<file path="config.mk">
export PLATFORM = sky130hd
export DESIGN_NAME = multilevel_feedback_scheduler
export DESIGN_NICKNAME = d
export VERILOG_FILES = /design/src/design/mlfs_pkg.sv /design/src/design/mlfs_datapath.sv /design/src/design/mlfs_ctrl.sv /design/src/design/multilevel_feedback_scheduler.sv
export VERILOG_INCLUDE_DIRS = /design/src /design/src/design
export SDC_FILE = /design/constraint.sdc
export NUM_CORES = 2
export LEC_CHECK = 0
export ABC_AREA = 1
export BUFFER_PORTS_ARGS = -buffer_cell sky130_fd_sc_hd__buf_2
export CAP_MARGIN = 5
export CORE_UTILIZATION = 48
export CTS_CLUSTER_DIAMETER = 30
export DETAILED_ROUTE_END_ITERATION = 10
export PLACE_DENSITY = 0.76
export SYNTH_ARGS = -nofsm -noshare
export SYNTH_HDL_FRONTEND = slang
export SYNTH_HIERARCHICAL = 1
export SYNTH_SLANG_ARGS = --single-unit
</file>
<file path="constraint.sdc">
create_clock -name clk_i -period 4.9 [get_ports clk_i]
set_input_delay 0.735 -clock clk_i [delete_from_list [all_inputs] [get_ports clk_i]]
set_output_delay 0.735 -clock clk_i [all_outputs]
set_load 0.05 [all_outputs]
</file>
<file path="src/design/multilevel_feedback_scheduler_macros.svh">
// Assertion macros for the multilevel feedback scheduler.
// Included by the top level; no other dependencies.
`ifndef MULTILEVEL_FEEDBACK_SCHEDULER_MACROS_SVH
`define MULTILEVEL_FEEDBACK_SCHEDULER_MACROS_SVH

`ifndef SYNTHESIS
`define MLFS_ASSERT_IMPL(lbl, clk, rst_n, ante, cons) \
  lbl: assert property (@(posedge clk) disable iff (!rst_n) (ante) |-> (cons)) \
    else $error("mlfs: same-cycle property violated");
`define MLFS_ASSERT_NEXT(lbl, clk, rst_n, ante, cons) \
  lbl: assert property (@(posedge clk) disable iff (!rst_n) (ante) |=> (cons)) \
    else $error("mlfs: next-cycle property violated");
`else
`define MLFS_ASSERT_IMPL(lbl, clk, rst_n, ante, cons)
`define MLFS_ASSERT_NEXT(lbl, clk, rst_n, ante, cons)
`endif

`endif

</file>
<file path="src/design/mlfs_pkg.sv">
// Shared types and constants of the multilevel feedback scheduler.
// No dependencies; used by the controller, the datapath and the top level.
package mlfs_pkg;

  localparam int ID_W        = 8;
  localparam int BURST_W     = 16;
  localparam int QUANT_W     = 8;
  localparam int EVENT_W     = 3;
  localparam int LEVEL_OUT_W = 2;
  localparam int CFG_IDX_W   = 2;
  localparam int QUANT_COUNT = 3;

  localparam logic [CFG_IDX_W-1:0] CFG_QUANTUM0 = 2'd0;
  localparam logic [CFG_IDX_W-1:0] CFG_QUANTUM1 = 2'd1;
  localparam logic [CFG_IDX_W-1:0] CFG_QUANTUM2 = 2'd2;

  localparam logic [QUANT_W-1:0] QUANT_RESET [QUANT_COUNT] = '{8'd1, 8'd2, 8'd6};
  localparam logic [QUANT_W-1:0] QUANT_MAX = 8'd255;

  localparam logic [EVENT_W-1:0] EV_RAN_ON   = 3'd0;
  localparam logic [EVENT_W-1:0] EV_FINISHED = 3'd1;
  localparam logic [EVENT_W-1:0] EV_DEMOTED  = 3'd2;
  localparam logic [EVENT_W-1:0] EV_IDLE     = 3'd3;
  localparam logic [EVENT_W-1:0] EV_QUEUED   = 3'd4;
  localparam logic [EVENT_W-1:0] EV_DROPPED  = 3'd5;

  typedef enum logic [1:0] {
    ST_IDLE,
    ST_ARRIVE,
    ST_PICK,
    ST_RUN
  } ctrl_state_e;

  typedef struct packed {
    logic load;
    logic arrive;
    logic pick;
    logic run;
  } cmd_t;

  typedef struct packed {
    logic run_valid;
    logic any_ready;
  } status_t;

endpackage

</file>
<file path="src/design/mlfs_datapath.sv">
// Datapath of the multilevel feedback scheduler: queue memory, ring pointers,
// running process, quantum registers and result register. Uses mlfs_pkg.
module mlfs_datapath import mlfs_pkg::*; #(
  parameter int LEVEL_COUNT = 4,
  parameter int QUEUE_DEPTH = 16,
  parameter int TIME_BITS   = 16
) (
  input  logic                   clk_i,
  input  logic                   rst_ni,
  input  cmd_t                   cmd_i,
  output status_t                status_o,
  input  logic [ID_W-1:0]        proc_id_i,
  input  logic [BURST_W-1:0]     burst_time_i,
  input  logic                   cfg_valid_i,
  input  logic [CFG_IDX_W-1:0]   cfg_index_i,
  input  logic [QUANT_W-1:0]     cfg_data_i,
  output logic                   done_o,
  output logic                   ran_valid_o,
  output logic [ID_W-1:0]        ran_id_o,
  output logic [LEVEL_OUT_W-1:0] ran_level_o,
  output logic                   still_running_o,
  output logic [EVENT_W-1:0]     event_res_o
);

  localparam int LVL_W     = $clog2(LEVEL_COUNT);
  localparam int PTR_W     = $clog2(QUEUE_DEPTH);
  localparam int CNT_W     = $clog2(QUEUE_DEPTH + 1);
  localparam int TW        = (TIME_BITS < BURST_W) ? TIME_BITS : BURST_W;
  localparam int ENT_W     = ID_W + TW;
  localparam int ADDR_W    = LVL_W + PTR_W;
  localparam int MEM_DEPTH = 1 << ADDR_W;
  localparam logic [LVL_W-1:0] LAST_LVL = LVL_W'(LEVEL_COUNT - 1);
  localparam logic [CNT_W-1:0] DEPTH_C  = CNT_W'(QUEUE_DEPTH);

  function automatic logic [PTR_W-1:0] ring_pos(logic [PTR_W-1:0] head,
                                                logic [CNT_W-1:0] off);
    logic [PTR_W+1:0] sum;
    sum = (PTR_W+2)'(head) + (PTR_W+2)'(off);
    if (sum >= (PTR_W+2)'(QUEUE_DEPTH)) sum = sum - (PTR_W+2)'(QUEUE_DEPTH);
    return sum[PTR_W-1:0];
  endfunction

  logic [ENT_W-1:0]   mem_q [MEM_DEPTH];
  logic [ENT_W-1:0]   rdata_q;
  logic [PTR_W-1:0]   heads_q  [LEVEL_COUNT];
  logic [CNT_W-1:0]   counts_q [LEVEL_COUNT];
  logic [QUANT_W-1:0] quanta_q [QUANT_COUNT];

  logic               run_valid_q;
  logic [LVL_W-1:0]   run_level_q;
  logic [QUANT_W-1:0] quantum_q;
  logic               from_mem_q;
  logic [ID_W-1:0]    run_id_q;
  logic [TW-1:0]      run_time_q;
  logic [ID_W-1:0]    in_id_q;
  logic [TW-1:0]      in_time_q;

  logic                   done_q;
  logic                   ran_valid_q;
  logic [ID_W-1:0]        ran_id_q;
  logic [LEVEL_OUT_W-1:0] ran_level_q;
  logic                   still_q;
  logic [EVENT_W-1:0]     event_q;

  logic               any_ready;
  logic [LVL_W-1:0]   pick_lvl;
  logic [LVL_W-1:0]   sel_lvl;
  logic [PTR_W-1:0]   sel_head;
  logic [CNT_W-1:0]   sel_count;
  logic [PTR_W-1:0]   pop_pos;
  logic [PTR_W-1:0]   sel_tail;
  logic [PTR_W-1:0]   arr_tail;
  logic               arr_ok;
  logic [ID_W-1:0]    cur_id;
  logic [TW-1:0]      cur_time;
  logic [TW-1:0]      time_dec;
  logic [QUANT_W-1:0] q_inc;
  logic [QUANT_W-1:0] qlim;
  logic               has_quantum;
  logic               finish;
  logic               demote_hit;
  logic               room;
  logic               demote_ok;
  logic               mem_we;
  logic [ADDR_W-1:0]  mem_waddr;
  logic [ENT_W-1:0]   mem_wdata;

  always_comb begin
    any_ready = 1'b0;
    pick_lvl  = '0;
    for (int i = 0; i < LEVEL_COUNT; i++) begin
      if (!any_ready && counts_q[i] != '0) begin
        any_ready = 1'b1;
        pick_lvl  = LVL_W'(i);
      end
    end
  end

  assign has_quantum = (run_level_q != LAST_LVL);
  assign sel_lvl     = (cmd_i.run && has_quantum) ? run_level_q + LVL_W'(1) : pick_lvl;
  assign sel_head    = heads_q[sel_lvl];
  assign sel_count   = counts_q[sel_lvl];
  assign pop_pos     = (pick_lvl != LAST_LVL) ? sel_head
                                              : ring_pos(sel_head, sel_count - CNT_W'(1));
  assign sel_tail    = ring_pos(sel_head, sel_count);
  assign arr_tail    = ring_pos(heads_q[0], counts_q[0]);
  assign arr_ok      = (in_time_q != '0) && (counts_q[0] != DEPTH_C);

  assign cur_id   = from_mem_q ? rdata_q[ENT_W-1:TW] : run_id_q;
  assign cur_time = from_mem_q ? rdata_q[TW-1:0] : run_time_q;
  assign time_dec = (cur_time != '0) ? cur_time - TW'(1) : cur_time;
  assign q_inc    = (quantum_q != QUANT_MAX) ? quantum_q + QUANT_W'(1) : quantum_q;

  always_comb begin
    qlim = '0;
    for (int i = 0; i < QUANT_COUNT; i++) begin
      if (32'(run_level_q) == i) qlim = quanta_q[i];
    end
  end

  assign finish     = (time_dec == '0);
  assign demote_hit = !finish && has_quantum && (q_inc == qlim);
  assign room       = (sel_count != DEPTH_C);
  assign demote_ok  = demote_hit && room;

  assign mem_we    = (cmd_i.arrive && arr_ok) || (cmd_i.run && demote_ok);
  assign mem_waddr = cmd_i.arrive ? {LVL_W'(0), arr_tail} : {sel_lvl, sel_tail};
  assign mem_wdata = cmd_i.arrive ? {in_id_q, in_time_q} : {cur_id, time_dec};

  always_ff @(posedge clk_i) begin
    if (mem_we) begin
      mem_q[mem_waddr] <= mem_wdata;
    end
    if (cmd_i.pick) begin
      rdata_q <= mem_q[{pick_lvl, pop_pos}];
    end
  end

  always_ff @(posedge clk_i or negedge rst_ni) begin
    if (!rst_ni) begin
      for (int i = 0; i < LEVEL_COUNT; i++) begin
        heads_q[i]  <= '0;
        counts_q[i] <= '0;
      end
    end else if (cmd_i.arrive && arr_ok) begin
      counts_q[0] <= counts_q[0] + CNT_W'(1);
    end else if (cmd_i.pick && any_ready) begin
      counts_q[pick_lvl] <= sel_count - CNT_W'(1);
      if (pick_lvl != LAST_LVL) begin
        heads_q[pick_lvl] <= ring_pos(sel_head, CNT_W'(1));
      end
    end else if (cmd_i.run && demote_ok) begin
      counts_q[sel_lvl] <= sel_count + CNT_W'(1);
    end
  end

  always_ff @(posedge clk_i or negedge rst_ni) begin
    if (!rst_ni) begin
      for (int i = 0; i < QUANT_COUNT; i++) begin
        quanta_q[i] <= QUANT_RESET[i];
      end
    end else if (cfg_valid_i) begin
      unique case (cfg_index_i)
        CFG_QUANTUM0: quanta_q[0] <= cfg_data_i;
        CFG_QUANTUM1: quanta_q[1] <= cfg_data_i;
        CFG_QUANTUM2: quanta_q[2] <= cfg_data_i;
        default: ;
      endcase
    end
  end

  always_ff @(posedge clk_i or negedge rst_ni) begin
    if (!rst_ni) begin
      run_valid_q <= 1'b0;
      run_level_q <= '0;
      quantum_q   <= '0;
      from_mem_q  <= 1'b0;
    end else if (cmd_i.pick && any_ready) begin
      run_valid_q <= 1'b1;
      run_level_q <= pick_lvl;
      quantum_q   <= '0;
      from_mem_q  <= 1'b1;
    end else if (cmd_i.run) begin
      from_mem_q <= 1'b0;
      if (finish) begin
        run_valid_q <= 1'b0;
        quantum_q   <= '0;
      end else if (demote_hit) begin
        quantum_q <= '0;
        if (room) run_valid_q <= 1'b0;
      end else begin
        quantum_q <= q_inc;
      end
    end
  end

  always_ff @(posedge clk_i) begin
    if (cmd_i.load) begin
      in_id_q   <= proc_id_i;
      in_time_q <= burst_time_i[TW-1:0];
    end
    if (cmd_i.run) begin
      run_id_q   <= cur_id;
      run_time_q <= time_dec;
    end
  end

  always_ff @(posedge clk_i or negedge rst_ni) begin
    if (!rst_ni) begin
      done_q <= 1'b0;
    end else begin
      done_q <= cmd_i.arrive || cmd_i.run || (cmd_i.pick && !any_ready);
    end
  end

  always_ff @(posedge clk_i) begin
    if (cmd_i.run) begin
      ran_valid_q <= 1'b1;
      ran_id_q    <= cur_id;
      ran_level_q <= LEVEL_OUT_W'(run_level_q);
      still_q     <= !finish && !demote_ok;
      event_q     <= finish ? EV_FINISHED : (demote_ok ? EV_DEMOTED : EV_RAN_ON);
    end else if (cmd_i.arrive || cmd_i.pick) begin
      ran_valid_q <= 1'b0;
      ran_id_q    <= '0;
      ran_level_q <= '0;
      still_q     <= 1'b0;
      event_q     <= cmd_i.arrive ? (arr_ok ? EV_QUEUED : EV_DROPPED) : EV_IDLE;
    end
  end

  assign status_o.run_valid = run_valid_q;
  assign status_o.any_ready = any_ready;

  assign done_o          = done_q;
  assign ran_valid_o     = ran_valid_q;
  assign ran_id_o        = ran_id_q;
  assign ran_level_o     = ran_level_q;
  assign still_running_o = still_q;
  assign event_res_o     = event_q;

endmodule

</file>
<file path="src/design/mlfs_ctrl.sv">
// Controller state machine of the multilevel feedback scheduler.
// Issues commands to mlfs_datapath; uses mlfs_pkg.
module mlfs_ctrl import mlfs_pkg::*; (
  input  logic    clk_i,
  input  logic    rst_ni,
  input  logic    start_i,
  input  logic    kind_i,
  input  status_t status_i,
  output cmd_t    cmd_o,
  output logic    busy_o
);

  ctrl_state_e state_q, state_d;

  always_ff @(posedge clk_i or negedge rst_ni) begin
    if (!rst_ni) begin
      state_q <= ST_IDLE;
    end else begin
      state_q <= state_d;
    end
  end

  always_comb begin
    state_d = state_q;
    unique case (state_q)
      ST_IDLE: begin
        if (start_i) begin
          if (kind_i) state_d = ST_ARRIVE;
          else if (status_i.run_valid) state_d = ST_RUN;
          else state_d = ST_PICK;
        end
      end
      ST_PICK:   state_d = status_i.any_ready ? ST_RUN : ST_IDLE;
      ST_ARRIVE: state_d = ST_IDLE;
      ST_RUN:    state_d = ST_IDLE;
      default:   state_d = ST_IDLE;
    endcase
  end

  always_comb begin
    cmd_o.load   = (state_q == ST_IDLE) && start_i;
    cmd_o.arrive = (state_q == ST_ARRIVE);
    cmd_o.pick   = (state_q == ST_PICK);
    cmd_o.run    = (state_q == ST_RUN);
    busy_o       = (state_q != ST_IDLE);
  end

endmodule

</file>
<file path="src/design/multilevel_feedback_scheduler.sv">
// Top level of the multilevel feedback scheduler.
// Instantiates mlfs_ctrl and mlfs_datapath; uses mlfs_pkg and the macro header.
// An arrival (kind_i = 1) or a tick (kind_i = 0) is taken when start_i is high and busy_o is
// low; every request gives exactly one result, shown for one cycle with done_o, which the
// receiver must take as it comes. An arrival passes the arrive state. A tick goes to the
// run state when a process already holds the processor, to the pick state alone when all
// queues are empty, and else to pick, with a registered read of the queue memory, then run.
// Quantum registers are written through cfg_valid_i/cfg_index_i/cfg_data_i, always ready.
`include "multilevel_feedback_scheduler_macros.svh"

module multilevel_feedback_scheduler import mlfs_pkg::*; #(
  parameter int LEVEL_COUNT = 4,
  parameter int QUEUE_DEPTH = 16,
  parameter int TIME_BITS   = 16
) (
  input  logic                   clk_i,
  input  logic                   rst_ni,
  input  logic                   start_i,
  output logic                   busy_o,
  input  logic                   kind_i,
  input  logic [ID_W-1:0]        proc_id_i,
  input  logic [BURST_W-1:0]     burst_time_i,
  input  logic                   cfg_valid_i,
  output logic                   cfg_ready_o,
  input  logic [CFG_IDX_W-1:0]   cfg_index_i,
  input  logic [QUANT_W-1:0]     cfg_data_i,
  output logic                   done_o,
  output logic                   ran_valid_o,
  output logic [ID_W-1:0]        ran_id_o,
  output logic [LEVEL_OUT_W-1:0] ran_level_o,
  output logic                   still_running_o,
  output logic [EVENT_W-1:0]     event_res_o
);

  cmd_t    cmd;
  status_t status;

  assign cfg_ready_o = 1'b1;

  mlfs_ctrl u_ctrl (
    .clk_i    (clk_i),
    .rst_ni   (rst_ni),
    .start_i  (start_i),
    .kind_i   (kind_i),
    .status_i (status),
    .cmd_o    (cmd),
    .busy_o   (busy_o)
  );

  mlfs_datapath #(
    .LEVEL_COUNT (LEVEL_COUNT),
    .QUEUE_DEPTH (QUEUE_DEPTH),
    .TIME_BITS   (TIME_BITS)
  ) u_datapath (
    .clk_i           (clk_i),
    .rst_ni          (rst_ni),
    .cmd_i           (cmd),
    .status_o        (status),
    .proc_id_i       (proc_id_i),
    .burst_time_i    (burst_time_i),
    .cfg_valid_i     (cfg_valid_i),
    .cfg_index_i     (cfg_index_i),
    .cfg_data_i      (cfg_data_i),
    .done_o          (done_o),
    .ran_valid_o     (ran_valid_o),
    .ran_id_o        (ran_id_o),
    .ran_level_o     (ran_level_o),
    .still_running_o (still_running_o),
    .event_res_o     (event_res_o)
  );

  `MLFS_ASSERT_IMPL(a_done_after_work, clk_i, rst_ni, done_o, $past(busy_o))
  `MLFS_ASSERT_IMPL(a_done_when_free, clk_i, rst_ni, done_o, !busy_o)
  `MLFS_ASSERT_NEXT(a_accept_busy, clk_i, rst_ni, start_i && !busy_o, busy_o)
  `MLFS_ASSERT_IMPL(a_still_holds, clk_i, rst_ni, done_o && still_running_o, status.run_valid)

endmodule

</file>
==> flow_metrics.py <==
metrics = {
    "timing": {
        "finalHoldViolCount": 2,
        "fin_skew_ns": 0.0790,
        "tightest_slew_ns": 1.32,
        "setup_viol": 0,
        "grt_setup_unrepaired": "yes",
        "relSlewSlack": 0.115,
        "drv_slew": 0,
        "worst_hold_slack_ns": -0.0145,
        "fin_crit_ns": 4.80,
        "final.period_utilization": 0.979,
        "fmax_mhz": 209,
    },
    "floorplanning": {
        "fp.dieW_um": 396,
        "rows": 144,
        "core-area_um2": 154000,
        "ioPinCount": 57,
        "die_h_um": 396,
        "start_util": 0.484,
        "fp.dieArea_um2": 157000,
    },
    "final_layout": {
        "syn2layout_area_growth_pct": 23.8,
        "multi_input_area_um2": 19000,
        "fin_cells": 9684,
        "drive_gt1_frac": 0.153,
        "seqCellArea_um2": 50600,
        "num-fill-cells": 11200,
        "nets": 7445,
    },
    "min_path": {
        "hp-class": "in -> async",
    },
    "global_route": {
        "antenna_found_initial": 6,
        "grt.total_usage": 0.283,
        "grt_overflow": 0,
        "grt_pass1_wl_mm": 335,
        "grt_max_degree": 76,
        "grt_pass1_vias": 55200,
    },
    "setup_path": {
        "crit_buf_inv": 6,
        "path_delay_family": "simple AND/OR/NAND/NOR gates",
        "worstRegToRegCells": 26,
        "r2r_setup_slack_ns": 0.10,
        "crit_required_ns": 5.65,
        "cp-start-kind": "register",
        "critPathMaxStageDelay_ns": 0.47,
        "cp.arrival_ns": 5.55,
        "r2r-end": "u_datapath/rdata_q[0]",
        "crit_slowest_cell": "fa_1",
        "critical_path_class": "reg -> reg",
        "endpoint_kind": "register",
        "crit_path_frequent_cell": "nand2_1",
        "worst-path-max-fanout": 22,
        "worstReg2RegStart": "u_datapath/run_level_q[0]",
    },
    "synthesis": {
        "synth_nets": 7063,
        "synth_cell_type_count": 51,
        "yosysSeqAreaShare": 0.679,
        "synth_top_family_by_area": "simple AND/OR/NAND/NOR gates",
        "synth_seq_cells": 1698,
        "syn_avg_cell_area_um2": 10.6,
        "syn_inst": 7001,
        "synth_xor_area_frac": 0.00470,
        "synthAdderAreaFrac": 0.00416,
        "syn_area_um2": 74500,
        "yosysWarnings": 6,
        "yosys-mux-area-fraction": 0.000437,
        "synthSimpleGateAreaFrac": 0.189,
        "synth_compound_area_frac": 0.0452,
    },
    "detailed_routing": {
        "totalWireLength_mm": 226,
        "vias": 55700,
        "ant_nets": 0,
        "drt_iter0_markers": 8590,
        "drt-met1-wl_mm": 79.9,
        "first_pass_iters": 6,
        "wl_per_cell_um": 23.3,
        "wl_met2_mm": 104,
        "top_layer": "met5",
        "avgViaCountPerCell": 5.75,
        "wl_met3_mm": 27.4,
        "drc": 0,
    },
    "cts": {
        "clk_pin_slew_ns": 0.05,
        "cts-root-buf": "clkbuf_16",
        "numCtsBuffers": 339,
        "insertion_delay_ns": 0.93,
        "cts_sinks": 1698,
        "cts-htree-levels": 5,
        "cts_buffer_depth": 4,
        "cts_tree": "built",
    },
    "placed_design": {
        "dp_cells": 9056,
        "portBuffers": 55,
        "dp_hpwl_mm": 131,
        "gp_congestion": 1.00,
    },
    "outcome": {
        "violations": "negative hold slack",
        "status": "complete, but fails checks",
    },
    "job": {
        "cap_violations": 0,
    },
}
## repair_timing
action,in CTS,in global routing
hold buffers,12,0
pin swaps,1,6
endpoints found under the setup margin,18,118
gates resized for setup,18,69
setup buffers,2,12
gates cloned,0,4
endpoints found under the hold margin,12,0
## registers in the layout, summed over array words and instances (netlist names)
name	count
u_ctrl/state_q	2
u_datapath/counts_q	20
u_datapath/in_time_q	16
u_datapath/event_res_o	3
u_datapath/still_running_o	1
u_datapath/run_id_q	8
u_datapath/in_id_q	8
u_datapath/run_valid_q	1
u_datapath/quantum_q	8
u_datapath/ran_id_o	8
u_datapath/run_level_q	2
u_datapath/mem_q	1536
u_datapath/heads_q	16
u_datapath/from_mem_q	1
u_datapath/run_time_q	16
u_datapath/ran_valid_o	1
u_datapath/done_o	1
u_datapath/ran_level_o	2
u_datapath/quanta_q	24
u_datapath/rdata_q	24
## metal layers
layer  global-route usage  vias to the layer above
met5                    0                        -
met4                0.170                        2
met3               0.0642                      757
met2                0.449                     3888
met1                0.356                    26600
li1                     -                    24400
## how the worst max path moves through the flow
stage	from	end	slack (ns)	cells after the start
after floorplan	u_ctrl/state_q[1]	u_datapath/mem_q[31][0]	-0.17	22
after global placement	u_datapath/counts_q[15]	u_datapath/rdata_q[12]	-0.17	29
after detailed placement	u_datapath/counts_q[15]	u_datapath/rdata_q[12]	-0.20	25
after CTS	u_datapath/counts_q[15]	u_datapath/rdata_q[14]	0.009	29
after global routing	u_datapath/rdata_q[0]	u_datapath/mem_q[36][6]	-0.09	19
final	u_datapath/run_level_q[0]	u_datapath/rdata_q[0]	0.10	26
## cell families (layout without fill, tap and decap cells)
group | Yosys count | in the layout
other | 1 | 5
xor gates and xnor gates | 40 | 40
AOI/OAI and AO/OA | 585 | 585
and+or+nand+nor | 3262 | 3262
adders and majority gates | 23 | 23
muxes | 3 | 3
DFF | 1698 | 1698
buffers and inverters | 1389 | 2024
## per-stage QoR
| stage | utilization | hold slack, ns | instance area, µm² | setup WS, ns | setup TNS, ns |
|---|---|---|---|---|---|
| floorplan | - | 0.420 | 74500 | -0.170 | -193.64 |
| global placement | 0.520 | 0.358 | 80100 | -0.174 | -1.26 |
| detailed placement | 0.520 | 0.358 | 80100 | -0.200 | -1.88 |
| CTS | 0.595 | 0.000344 | 91700 | 0.00908 | 0 |
| global route | 0.599 | 0.0276 | 92300 | -0.0916 | -2.45 |
| finish | 0.599 | -0.0145 | 92300 | 0.104 | 0 |
## layout by cell type, fill, tap and decap left out, types with 29 or more instances in the layout
master and count:
o211ai_1 144, buf_4 223, o21ai_0 299, clkinv_2 37, clkinvlp_4 39, clkbuf_16 351
bufinv_16 46, nor2_2 76, nor2_1 445, buf_12 127, edfxtp_1 1622, a21oi_1 64
buf_2 54, nand3_1 1022, dfrtp_1 70, nand2_1 1506, xor2_1 29, nand3b_1 78
inv_1 989, nand3_2 33, clkbuf_1 33
## synthesized netlist by cell type (all sizes together)
cell type | n | area share
o2bb2ai | 2 | 0.00024
clkbuf | 99 | 0.0050
nand2 | 1540 | 0.078
fa | 3 | 0.00081
xor2 | 29 | 0.0034
dfxtp | 1 | 0.00027
o21a | 3 | 0.00030
mux2i | 1 | 0.00013
a21boi | 1 | 0.00010
conb | 1 | 0.000050
o211ai | 144 | 0.015
ha | 20 | 0.0034
a21oi | 65 | 0.0044
o22ai | 13 | 0.0011
o21bai | 1 | 0.00015
xnor2 | 11 | 0.0013
nor4 | 6 | 0.00050
nor3 | 7 | 0.00047
buf | 292 | 0.021
mux2 | 2 | 0.00030
a211oi | 1 | 0.00010
or2 | 11 | 0.00092
o31ai | 6 | 0.00060
nor2 | 524 | 0.027
edfxtp | 1622 | 0.65
nand3 | 1066 | 0.072
dfrtp | 71 | 0.024
a31oi | 1 | 0.000084
dfstp | 4 | 0.0014
o221ai | 4 | 0.00047
a21o | 2 | 0.00020
nor3b | 1 | 0.00010
nand4 | 29 | 0.0026
nand3b | 78 | 0.0079
o21ai | 342 | 0.023
clkinv | 3 | 0.00015
inv | 995 | 0.050
## final cells by class
class                      count  area share
antenna                        4    0.000108
multi-input combinational   3914       0.206
timing repair buffer         432      0.0532
clock buffer                 383      0.0959
clock inverter               211      0.0275
sequential                  1698       0.549
tap                         2044      0.0277
inverter                     998      0.0407
Power is left out: the tool's default activity adds up to more than one toggle a clock period on the data nets, which glitch-free logic cannot reach.
